## config.mk

```make
export PLATFORM = sky130hd
export DESIGN_NAME = bin_presence_sort_core_flat
export DESIGN_NICKNAME = d
export VERILOG_FILES = /design/src/design/bps_pkg.sv /design/src/design/bps_in_if.sv /design/src/design/bps_out_if.sv /design/src/design/bps_cell.sv /design/src/design/bin_presence_sort_core.sv /design/src/flat_wrapper.sv
export VERILOG_INCLUDE_DIRS = /design/src /design/src/design
export SDC_FILE = /design/constraint.sdc
export NUM_CORES = 1
export LEC_CHECK = 0
export BUFFER_PORTS_ARGS = -buffer_cell sky130_fd_sc_hd__buf_2
export CAP_MARGIN = 10
export CORE_AREA = 2 2 124 90
export DETAILED_ROUTE_END_ITERATION = 12
export DIE_AREA = 0 0 126 92
export GPL_ROUTABILITY_DRIVEN = 0
export GPL_TIMING_DRIVEN = 0
export SETUP_SLACK_MARGIN = 0.15
export SYNTH_ARGS = -nofsm -noshare
export SYNTH_HDL_FRONTEND = slang
export SYNTH_SLANG_ARGS = --single-unit
export TNS_END_PERCENT = 20
```

## constraint.sdc

```tcl
create_clock -name clk_i -period 2.2 [get_ports clk_i]
set_clock_uncertainty 0.2 [all_clocks]
set_input_delay 0.33 -clock clk_i [delete_from_list [all_inputs] [get_ports clk_i]]
set_output_delay 0.33 -clock clk_i [all_outputs]
set_load 0.01 [all_outputs]
```

## src/design/bin_presence_sort_core_defines.svh

```systemverilog
// Assertion macros shared by the bin presence sort RTL.
// Expects clk_i and rst_ni in the scope of the module that uses them.
`ifndef BIN_PRESENCE_SORT_CORE_DEFINES_SVH
`define BIN_PRESENCE_SORT_CORE_DEFINES_SVH

// Same-cycle implication, sampled on the rising clock edge.
`define BPS_ASSERT_IMP(label, ante, cons, msg) \
  label: assert property (@(posedge clk_i) disable iff (!rst_ni) (ante) |-> (cons)) \
    else $error(msg);

// Next-cycle implication.
`define BPS_ASSERT_NXT(label, ante, cons, msg) \
  label: assert property (@(posedge clk_i) disable iff (!rst_ni) (ante) |=> (cons)) \
    else $error(msg);

`endif

```

## src/design/bps_pkg.sv

```systemverilog
// Package for the bin presence sort: sizes, limits and the cell control struct.
// No dependencies.
package bps_pkg;

  localparam int KEY_RANGE = 64;                  // number of bins, 2..64
  localparam int MAX_ITEMS = 64;                  // keys per set, 1..127
  localparam int KEY_W     = 6;                   // key field width
  localparam int CNT_W     = 7;                   // item counter width
  localparam int SCAN_W    = $clog2(KEY_RANGE);   // scan position width

  // Broadcast control from the sequencer to every cell.
  typedef struct packed {
    logic             load;   // a key transaction is being taken
    logic             shift;  // scan step: every flag moves one cell down
    logic             clear;  // drop all flags
    logic [KEY_W-1:0] key;
  } cell_ctl_t;

endpackage

```

## src/design/bps_in_if.sv

```systemverilog
// Input channel of the bin presence sort: one key per transaction.
// Depends on bps_pkg.
interface bps_in_if;
  import bps_pkg::*;

  logic             valid;
  logic             ready;
  logic [KEY_W-1:0] key;
  logic             last_key;

  modport source (output valid, key, last_key, input ready);
  modport sink   (input valid, key, last_key, output ready);
endinterface

```

## src/design/bps_out_if.sv

```systemverilog
// Output channel of the bin presence sort: one sorted key per transaction.
// Depends on bps_pkg.
interface bps_out_if;
  import bps_pkg::*;

  logic             valid;
  logic             ready;
  logic [KEY_W-1:0] sorted_value;
  logic             final_value;
  logic             too_many;

  modport source (output valid, sorted_value, final_value, too_many, input ready);
  modport sink   (input valid, sorted_value, final_value, too_many, output ready);
endinterface

```

## src/design/bps_cell.sv

```systemverilog
// One bin of the sort chain: a presence flag that is set by a matching key
// and shifted toward cell 0 during the scan. Depends on bps_pkg.
module bps_cell (
  input  logic                    clk_i,
  input  logic                    rst_ni,
  input  bps_pkg::cell_ctl_t      ctl_i,
  input  logic [bps_pkg::KEY_W-1:0] bin_idx_i,
  input  logic                    shift_in_i,
  output logic                    flag_o
);
  import bps_pkg::*;

  logic flag_d, flag_q;

  always_comb begin
    flag_d = flag_q;
    if (ctl_i.clear) begin
      flag_d = 1'b0;
    end else if (ctl_i.shift) begin
      flag_d = shift_in_i;
    end else if (ctl_i.load && (ctl_i.key == bin_idx_i)) begin
      flag_d = 1'b1;
    end
  end

  always_ff @(posedge clk_i or negedge rst_ni) begin
    if (!rst_ni) begin
      flag_q <= 1'b0;
    end else begin
      flag_q <= flag_d;
    end
  end

  assign flag_o = flag_q;
endmodule

```

## src/design/bin_presence_sort_core.sv

```systemverilog
// Bin presence sort core: top level with the cell chain and the sequencer.
// Depends on bps_pkg, bps_in_if, bps_out_if, bps_cell and the assertion macros.
//
// Keys arrive one per input transaction; each sets the presence flag of its
// bin (keys at or above KEY_RANGE set nothing but still count) and the item
// counter goes up, saturating at MAX_ITEMS with a sticky overflow bit. Loading
// takes one key per cycle. The transaction with last_key high closes the set
// and starts the output phase, during which in_i.ready stays low:
//  - normal set: the row of KEY_RANGE cells shifts its flags down by one bin
//    per cycle, and cell 0 is inspected against a scan counter. A found key is
//    held in a pending register until the next is found, so the last one
//    can be marked final_value. The scan covers all KEY_RANGE bins, then
//    flushes; stalls on out_o pause it. Zeros shifted in leave every bin
//    clear at the end. A set with no bin flagged gives no output transaction.
//  - more than MAX_ITEMS keys: a single transaction with too_many and
//    final_value high and sorted_value zero, and all bins cleared.
// The result sits in an output register, so the last result of a set may
// still be waiting while keys of the next set are being taken. All state is
// in flip-flops cleared by reset; there is no clearing pass.
module bin_presence_sort_core (
  input  logic      clk_i,
  input  logic      rst_ni,
  bps_in_if.sink    in_i,
  bps_out_if.source out_o
);
  import bps_pkg::*;
  `include "bin_presence_sort_core_defines.svh"

  typedef enum logic [1:0] {
    S_LOAD,
    S_SCAN,
    S_FLUSH,
    S_ERR
  } state_e;

  localparam logic [SCAN_W-1:0] SCAN_LAST = SCAN_W'(KEY_RANGE - 1);
  localparam logic [CNT_W-1:0]  CNT_MAX   = CNT_W'(MAX_ITEMS);

  state_e             state_d, state_q;
  logic [CNT_W-1:0]   count_d, count_q;
  logic               over_d, over_q;
  logic [SCAN_W-1:0]  idx_d, idx_q;
  logic               pend_valid_d, pend_valid_q;
  logic [KEY_W-1:0]   pend_key_d, pend_key_q;
  logic               out_valid_d, out_valid_q;
  logic [KEY_W-1:0]   out_value_d, out_value_q;
  logic               out_final_d, out_final_q;
  logic               out_err_d, out_err_q;

  logic                 in_fire;
  logic                 out_free;
  logic                 ovf_now;
  cell_ctl_t            ctl;
  logic [KEY_RANGE-1:0] flags;

  // ---------------------------------------------------------------------------
  // Cell chain: cell g holds bin g while loading; during the scan the flags
  // move one cell toward cell 0 each step.
  // ---------------------------------------------------------------------------
  for (genvar g = 0; g < KEY_RANGE; g++) begin : g_cell
    logic shift_in;
    if (g == KEY_RANGE - 1) begin : g_tail
      assign shift_in = 1'b0;
    end else begin : g_body
      assign shift_in = flags[g+1];
    end
    bps_cell u_cell (
      .clk_i      (clk_i),
      .rst_ni     (rst_ni),
      .ctl_i      (ctl),
      .bin_idx_i  (KEY_W'(g)),
      .shift_in_i (shift_in),
      .flag_o     (flags[g])
    );
  end

  // ---------------------------------------------------------------------------
  // Sequencer
  // ---------------------------------------------------------------------------
  assign in_i.ready = (state_q == S_LOAD);
  assign in_fire    = in_i.valid && (state_q == S_LOAD);
  assign out_free   = !out_valid_q || out_o.ready;
  // overflow including the key being taken now
  assign ovf_now    = over_q || (count_q == CNT_MAX);

  always_comb begin
    state_d      = state_q;
    count_d      = count_q;
    over_d       = over_q;
    idx_d        = idx_q;
    pend_valid_d = pend_valid_q;
    pend_key_d   = pend_key_q;
    out_valid_d  = out_valid_q && !out_o.ready;
    out_value_d  = out_value_q;
    out_final_d  = out_final_q;
    out_err_d    = out_err_q;

    ctl.load  = in_fire;
    ctl.shift = 1'b0;
    ctl.clear = 1'b0;
    ctl.key   = in_i.key;

    case (state_q)
      S_LOAD: begin
        if (in_fire) begin
          if (ovf_now) begin
            over_d = 1'b1;
          end else begin
            count_d = count_q + CNT_W'(1);
          end
          if (in_i.last_key) begin
            count_d = '0;
            over_d  = 1'b0;
            idx_d   = '0;
            state_d = ovf_now ? S_ERR : S_SCAN;
          end
        end
      end
      S_SCAN: begin
        if (out_free) begin
          ctl.shift = 1'b1;
          if (flags[0]) begin
            if (pend_valid_q) begin
              out_valid_d = 1'b1;
              out_value_d = pend_key_q;
              out_final_d = 1'b0;
              out_err_d   = 1'b0;
            end
            pend_valid_d = 1'b1;
            pend_key_d   = KEY_W'(idx_q);
          end
          idx_d = idx_q + SCAN_W'(1);
          if (idx_q == SCAN_LAST) begin
            state_d = S_FLUSH;
          end
        end
      end
      S_FLUSH: begin
        if (!pend_valid_q) begin
          state_d = S_LOAD;   // empty set: nothing to send
        end else if (out_free) begin
          out_valid_d  = 1'b1;
          out_value_d  = pend_key_q;
          out_final_d  = 1'b1;
          out_err_d    = 1'b0;
          pend_valid_d = 1'b0;
          state_d      = S_LOAD;
        end
      end
      S_ERR: begin
        if (out_free) begin
          ctl.clear   = 1'b1;
          out_valid_d = 1'b1;
          out_value_d = '0;
          out_final_d = 1'b1;
          out_err_d   = 1'b1;
          state_d     = S_LOAD;
        end
      end
      default: begin
        state_d = S_LOAD;
      end
    endcase
  end

  always_ff @(posedge clk_i or negedge rst_ni) begin
    if (!rst_ni) begin
      state_q      <= S_LOAD;
      count_q      <= '0;
      over_q       <= 1'b0;
      idx_q        <= '0;
      pend_valid_q <= 1'b0;
      pend_key_q   <= '0;
      out_valid_q  <= 1'b0;
      out_value_q  <= '0;
      out_final_q  <= 1'b0;
      out_err_q    <= 1'b0;
    end else begin
      state_q      <= state_d;
      count_q      <= count_d;
      over_q       <= over_d;
      idx_q        <= idx_d;
      pend_valid_q <= pend_valid_d;
      pend_key_q   <= pend_key_d;
      out_valid_q  <= out_valid_d;
      out_value_q  <= out_value_d;
      out_final_q  <= out_final_d;
      out_err_q    <= out_err_d;
    end
  end

  assign out_o.valid        = out_valid_q;
  assign out_o.sorted_value = out_value_q;
  assign out_o.final_value  = out_final_q;
  assign out_o.too_many     = out_err_q;

  // ---------------------------------------------------------------------------
  // Assertions
  // ---------------------------------------------------------------------------
  `BPS_ASSERT_IMP(a_count_cap, 1'b1, count_q <= CNT_MAX, "item count above limit")
  `BPS_ASSERT_IMP(a_err_shape, out_o.valid && out_o.too_many,
                  out_o.final_value && (out_o.sorted_value == '0), "malformed error result")
  `BPS_ASSERT_IMP(a_pend_phase, pend_valid_q, (state_q == S_SCAN) || (state_q == S_FLUSH),
                  "pending key outside the scan")
  `BPS_ASSERT_IMP(a_bins_clear, (state_q == S_LOAD) && ($past(state_q) != S_LOAD),
                  flags == '0, "bins not clear after a set")
endmodule

```

## src/flat_wrapper.sv

```systemverilog
// flat-port wrapper written by rule: the top's interface ports become plain ports
module bin_presence_sort_core_flat import bps_pkg::*;
  (clk_i, rst_ni, in_i_valid, in_i_key, in_i_last_key, in_i_ready, out_o_valid, out_o_sorted_value, out_o_final_value, out_o_too_many, out_o_ready);
  bps_in_if in_i_i ();
  bps_out_if out_o_i ();
  input  logic clk_i;
  input  logic rst_ni;
  input wire logic [$bits(in_i_i.valid)-1:0] in_i_valid;
  input wire logic [$bits(in_i_i.key)-1:0] in_i_key;
  input wire logic [$bits(in_i_i.last_key)-1:0] in_i_last_key;
  output wire logic [$bits(in_i_i.ready)-1:0] in_i_ready;
  output wire logic [$bits(out_o_i.valid)-1:0] out_o_valid;
  output wire logic [$bits(out_o_i.sorted_value)-1:0] out_o_sorted_value;
  output wire logic [$bits(out_o_i.final_value)-1:0] out_o_final_value;
  output wire logic [$bits(out_o_i.too_many)-1:0] out_o_too_many;
  input wire logic [$bits(out_o_i.ready)-1:0] out_o_ready;
  assign in_i_i.valid = in_i_valid;
  assign in_i_i.key = in_i_key;
  assign in_i_i.last_key = in_i_last_key;
  assign in_i_ready = in_i_i.ready;
  assign out_o_valid = out_o_i.valid;
  assign out_o_sorted_value = out_o_i.sorted_value;
  assign out_o_final_value = out_o_i.final_value;
  assign out_o_too_many = out_o_i.too_many;
  assign out_o_i.ready = out_o_ready;
  bin_presence_sort_core u_core (.clk_i(clk_i), .rst_ni(rst_ni), .in_i(in_i_i), .out_o(out_o_i));
endmodule
```

==> results.yml, run 1 <==
outcome:
  outcome: "complete, no violations"
worst_setup_path:
  reg2reg_to: "u_core.g_cell[29].u_cell.flag_o"
  worstSetupStartpoint: "u_core.state_q[1]"
  worst_r2r_path_depth: 6
  timing.critical_path.fanout_max: 10
  critPathArrivalTime_ns: 2.18
  setup.worst_path.end_class: "flop"
  worst_setup_sp_type: "flop"
  worstSetupPathType: "flop to flop"
  setup.reg_to_reg.worst_slack_ns: 0.08
  timing.critical_path.required_ns: 2.26
  crit-reg2reg-launch: "u_core.state_q[1]"
  cp-endpoint: "u_core.g_cell[29].u_cell.flag_o"
logic_synthesis:
  synth-seq-cells: 96
  synth_seq_area_share_pct: 52.3
  post_synth_inst_count: 488
  synth_compound_area_share_pct: 24.8
  postSynthNetCount: 502
  async_flop_share_pct: 100
  synth-xor-area-share_pct: 0.381
  post_synth_and_or_nand_nor_area_fraction_pct: 16.0
  synth.distinct_cells: 45
  area_share_of_fa_ha_maj_cells_after_synthesis_pct: 0.817
  postSynth.topFlopCell: "sky130_fd_sc_hd__dfrtp_1"
  synth_top_family_by_area: "compound AO/OA/AOI/OAI gates"
  syn_area_per_cell_um2: 9.42
  yosys-mux-area-fraction_pct: 1.47
  synth_warnings: 0
  number_of_enable_type_register_cells_in_the_synthesized_netlist: 0
  synth_area_um2: 4600
pwr:
  power.leakage_nw: 2.11
  cellPowerDensity_nw_per_um2: 1330
  finalPower_w: 0.00693
  worst_ir_drop_vdd_v: 0.000572
final_layout:
  fillers: 1005
  fin_cells: 660
  layout.cells.most_common_list: "sky130_fd_sc_hd__dfrtp_1 (95), sky130_fd_sc_hd__a21oi_1 (52), sky130_fd_sc_hd__nor2_1 (50)"
  finalNetCount: 533
  antenna_cells: 0
  post_route_cells_drive_above_1_share_pct: 15.1
  layout.cells.most_common: "sky130_fd_sc_hd__dfrtp_1"
  syn2layout_area_growth_pct: 13.6
die:
  dieHeight_um: 92
  core_area_um2: 10600
  die_area_um2: 11600
  io_pins: 21
  fp-row-count: 32
  die_w_um: 126
  initial_utilization_pct: 43.5
sta:
  fin_hold_ws_ns: 0.0386
  max_freq_ghz: 0.471
  setup_viol_count_final: 0
  worst_slew_pin_slew_ns: 0.655
  final_min_period_over_clock_period_pct: 96.4
  slew_headroom_pct: 56.3
  final_max_slew_viol_count: 0
  finalWorstPathRequiredPeriod_ns: 2.12
  rsz0062_at_grt: "true"
  finalHoldViolCount: 0
route:
  final_antenna_net_count: 0
  first_iter_violations: 415
  via_count: 4062
  detail_route.wl_per_cell_um: 20.0
  drt_wl_total_um: 13200
  drt_drc_violations_left: 0
  vias_per_cell: 6.15
  detailed_routing_iteration_count_for_the_pre_antenna_repair_pass: 5
clock_tree:
  tritoncts: "yes"
  cts_root_buf: "sky130_fd_sc_hd__clkbuf_16"
  cts_buf_count: 9
  worst_setup_hold_path_clk_slew_ns: 0.07
  insertion_delay_ns: 0.34
  clk_path_buf_depth: 2
  sink_count: 96
  cts_max_level: 3
job:
  drv_cap: 0
placement:
  number_of_buffer_cells_added_on_primary_ports: 18
  place.detailed.instances: 643
  hpwl_dp_um: 9090
min_path:
  worst_hold_path_type: "primary input to flop"
  holdPathStages: 2
global_routing:
  antenna_found_initial: 0
  residual_overflow_from_global_routing: 0
  pin_count_of_the_biggest_net_entering_global_routing: 67
  track_usage_pct: 23.4
  first_pass_grt_wire_length_um: 21100
  vias_in_the_first_global_route: 3779
routing by layer:
metal	vias to the layer above	share of wire, %	track usage, %	routed length [um]
met1	2031	49	37.0	6490
met4	0	1.0	6.04	137
met3	13	8.2	5.31	1090
met2	170	42	32.1	5510
li1	1848	-	-	-
met5	-	0	0	0
worst min-delay path by stage:
stage	end	from	slack, ns
finish	u_core.count_q[1]	in_i_last_key	0.04
global route	u_core.count_q[1]	in_i_last_key	0.05
CTS	u_core.count_q[1]	in_i_last_key	0.04
detailed placement	u_core.pend_key_q[1]	rst_ni	0.1
global placement	u_core.g_cell[28].u_cell.flag_o	u_core.g_cell[28].u_cell.flag_o	0.27
floorplan	u_core.count_q[0]	rst_ni	-0.17
layout make-up:
class | instances | area [um2] | area share [%]
tap | 136 | 170 | 3.26
multi-input combinational | 350 | 2020 | 38.7
buffer | 35 | 191 | 3.67
inverter | 7 | 26.3 | 0.503
clock inverter | 4 | 45.0 | 0.863
sequential | 96 | 2400 | 46.0
timing repair buffer | 20 | 130 | 2.49
clock buffer | 12 | 236 | 4.53
state kept, by name, summed over array words and instances (netlist names):
name,count
u_core.count_q,7
u_core.g_cell.u_cell.flag_o,64
u_core.idx_q,6
u_core.out_o.final_value,1
u_core.out_o.sorted_value,6
u_core.out_o.too_many,1
u_core.out_o.valid,1
u_core.over_q,1
u_core.pend_key_q,6
u_core.pend_valid_q,1
u_core.state_q,2
cell usage after synthesis (4+ instances only):
library cell,count,area share (%)
sky130_fd_sc_hd__o21ai_0,46,5.0
sky130_fd_sc_hd__nand2b_1,8,1.1
sky130_fd_sc_hd__nor2_1,50,4.1
sky130_fd_sc_hd__buf_2,10,1.1
sky130_fd_sc_hd__dfrtp_1,96,52
sky130_fd_sc_hd__inv_1,7,0.57
sky130_fd_sc_hd__and3_1,4,0.54
sky130_fd_sc_hd__a21oi_1,53,5.8
sky130_fd_sc_hd__nand3_1,19,2.1
sky130_fd_sc_hd__nor2b_1,5,0.68
sky130_fd_sc_hd__a31oi_1,22,3.0
sky130_fd_sc_hd__or3_1,4,0.54
sky130_fd_sc_hd__nand2_1,31,2.5
sky130_fd_sc_hd__a21boi_0,19,3.1
sky130_fd_sc_hd__o22ai_1,44,6.0
sky130_fd_sc_hd__mux2_2,6,1.5
sky130_fd_sc_hd__clkbuf_1,20,1.6
through the flow:
step | setup WS (ns) | TNS [ns] | area (um2) | utilization [%]
2_1_floorplan | 0.395 | 0 | 4600 | -
3_3_place_gp | -0.373 | -34.89 | 4860 | 45.9
3_5_place_dp | 0.0672 | 0 | 4890 | 46.2
4_1_cts | 0.109 | 0 | 5190 | 49.1
5_1_grt | -0.000501 | -0.000501 | 5220 | 49.4
6_report | 0.0788 | 0 | 5220 | 49.4
where the power goes:
group	total [W]	switching, W	internal (W)
logic	0.00239	0.00142	0.000966
registers	0.00301	0.000496	0.00252
clock network	0.00153	0.000655	0.000877
critical path, cell delays in order, from the launching register on:
cell and delay [ns]:
sky130_fd_sc_hd__dfrtp_1 0.41, sky130_fd_sc_hd__buf_6 0.16, sky130_fd_sc_hd__inv_1 0.06, sky130_fd_sc_hd__clkbuf_1 0.38, sky130_fd_sc_hd__clkbuf_1 0.50, sky130_fd_sc_hd__a21oi_1 0.16
sky130_fd_sc_hd__o22ai_1 0.15
repair_timing:
| action | in CTS | in global routing |
|---|---|---|
| endpoints found under the setup margin | 28 | 60 |
| resized for setup | 6 | 23 |
| hold buffers | 1 | 0 |
| endpoints found under the hold margin | 30 | 0 |
| setup buffers | 0 | 0 |
| pin swaps | 0 | 3 |
| gates cloned | 0 | 0 |
logic make-up (layout without fill, tap and decap cells):
group,count (synthesis),after routing
compound gates,196,196
xor+xnor,2,2
fa+ha+maj,3,3
buf+inv,42,78
flops,96,96
mux,6,6
simple gates,143,143
Power figures use the tool's default switching activity.
==> run 2, diff against run 1 <==
Settings changed: CORE_AREA 2 2 124 90 to 2 2 113 82, DIE_AREA 0 0 126 92 to 0 0 115 84, PLACE_DENSITY set to 0.71.
Clock period 2.2 ns to 2.7 ns, I/O delays scaled along.
==> results.yml, run 2 (synthesis gave the netlist of run 1 again) <==
outcome:
  outcome: "complete, no violations"
worst_setup_path:
  worstSetupPathType: "flop to output port"
  crit-reg2reg-launch: "u_core.state_q[1]"
  critPathArrivalTime_ns: 1.82
  cp-endpoint: "in_i_ready"
  worstSetupStartpoint: "u_core.state_q[0]"
  timing.critical_path.fanout_max: 10
  timing.critical_path.required_ns: 2.10
  reg2reg_to: "u_core.g_cell[47].u_cell.flag_o"
  worst_setup_sp_type: "flop"
  worst_r2r_path_depth: 6
  setup.reg_to_reg.worst_slack_ns: 0.56
  setup.worst_path.end_class: "output port"
clock_tree:
  insertion_delay_ns: 0.35
  tritoncts: "yes"
  cts_buf_count: 9
  worst_setup_hold_path_clk_slew_ns: 0.07
  cts-hold-fix-buffers: 1
  sink_count: 96
  clk_path_buf_depth: 2
  cts_max_level: 3
  cts_root_buf: "sky130_fd_sc_hd__clkbuf_16"
  post_cts_resize_count: 0
  post-cts-setup-buffers: 0
route:
  detailed_routing_iteration_count_for_the_pre_antenna_repair_pass: 6
  drt_drc_violations_left: 0
  via_count: 4089
  first_iter_violations: 402
  vias_per_cell: 6.47
  drt_wl_total_um: 12700
  final_antenna_net_count: 0
  detail_route.wl_per_cell_um: 20.0
global_routing:
  globalRoute.busiestLayer: "met1"
  met1_usage_pct: 43.5
  track_usage_pct: 28.5
  vias_in_the_first_global_route: 3893
  pin_count_of_the_biggest_net_entering_global_routing: 56
  first_pass_grt_wire_length_um: 21000
  residual_overflow_from_global_routing: 0
  antenna_found_initial: 0
  met2_usage_pct: 40.1
  grt.met3_usage_pct: 6.75
die:
  initial_utilization_pct: 52.8
  fp-row-count: 29
  die_area_um2: 9660
  io_pins: 21
  die_w_um: 115
  core_area_um2: 8710
  dieHeight_um: 84
sta:
  setup-tns-final_ns: 0
  max_freq_ghz: 0.413
  finalWorstPathRequiredPeriod_ns: 2.42
  setup_slack_ns: 0.279
  rsz0062_at_grt: "false"
  final_min_period_over_clock_period_pct: 89.7
  final_max_slew_viol_count: 0
  finalHoldViolCount: 0
  worst_slew_pin_slew_ns: 0.856
  slew_headroom_pct: 42.5
  setup_viol_count_final: 0
pwr:
  cellPowerDensity_nw_per_um2: 1100
  power.leakage_nw: 2.08
  finalPower_w: 0.00568
  worst_ir_drop_vdd_v: 0.000529
min_path:
  worst_hold_path_type: "primary input to flop"
  hold_path_startpoint: "in_i_last_key"
final_layout:
  postLayoutCellArea_um2: 5160
  finalNetCount: 533
  syn2layout_area_growth_pct: 12.4
  layout.cells.most_common: "sky130_fd_sc_hd__dfrtp_1"
  post_route_cells_drive_above_1_share_pct: 12.4
  max_reg_flops: 64
  layout.cells.most_common_list: "sky130_fd_sc_hd__dfrtp_1 (96), sky130_fd_sc_hd__a21oi_1 (53), sky130_fd_sc_hd__nor2_1 (50)"
  fillers: 738
  antenna_cells: 0
placement:
  postPlaceCellArea_um2: 4850
  dp_slack_ns: 0.531
  hpwl_dp_um: 8660
  number_of_buffer_cells_added_on_primary_ports: 18
job:
  drv_cap: 0
-- run 2: stage by stage --
step,hold slack [ns],utilization (%),std cells
3_5_place_dp,0.225,55.7,615
5_1_grt,0.134,59.3,632
4_1_cts,0.114,59.3,632
3_3_place_gp,0.271,55.4,614
2_1_floorplan,-0.0906,-,488
6_report,0.115,59.3,632
-- run 2: how the worst min path moves through the flow --
stage                           end  cells after the start
4_1_cts           u_core.count_q[1]                      2
6_report          u_core.count_q[1]                      2
3_3_place_gp   u_core.pend_key_q[4]                      2
2_1_floorplan     u_core.count_q[0]                      0
5_1_grt           u_core.count_q[1]                      2
3_5_place_dp   u_core.pend_key_q[3]                      1
-- run 2: per-layer routing --
metal / share of wire, % / up-vias
met2: 43 / 219
met5: 0 / -
li1: - / 1846
met4: 1.5 / 0
met3: 11 / 18
met1: 45 / 2006
-- run 2: report_power, final --
group          internal [W]  switching [W]
combinational      0.000771        0.00115
sequential          0.00205       0.000404
clock              0.000728       0.000578
-- run 2: layout make-up --
class | count | area [um2] | share of cell area (%)
flip-flops and latches | 96 | 2400 | 46.5
multi-input cells | 350 | 2000 | 38.7
clock buffers | 9 | 225 | 4.36
plain buffers | 35 | 170 | 3.30
well taps | 108 | 135 | 2.62
repair buffers | 20 | 130 | 2.52
clock inverters | 7 | 77.6 | 1.50
inverters | 7 | 26.3 | 0.509
-- run 2: critical path, cell delays in order, from the launching register on --
cell and delay (ns):
sky130_fd_sc_hd__dfrtp_1 0.50, sky130_fd_sc_hd__buf_2 0.29, sky130_fd_sc_hd__clkbuf_1 0.42, sky130_fd_sc_hd__nor2_1 0.10
sky130_fd_sc_hd__buf_2 0.16
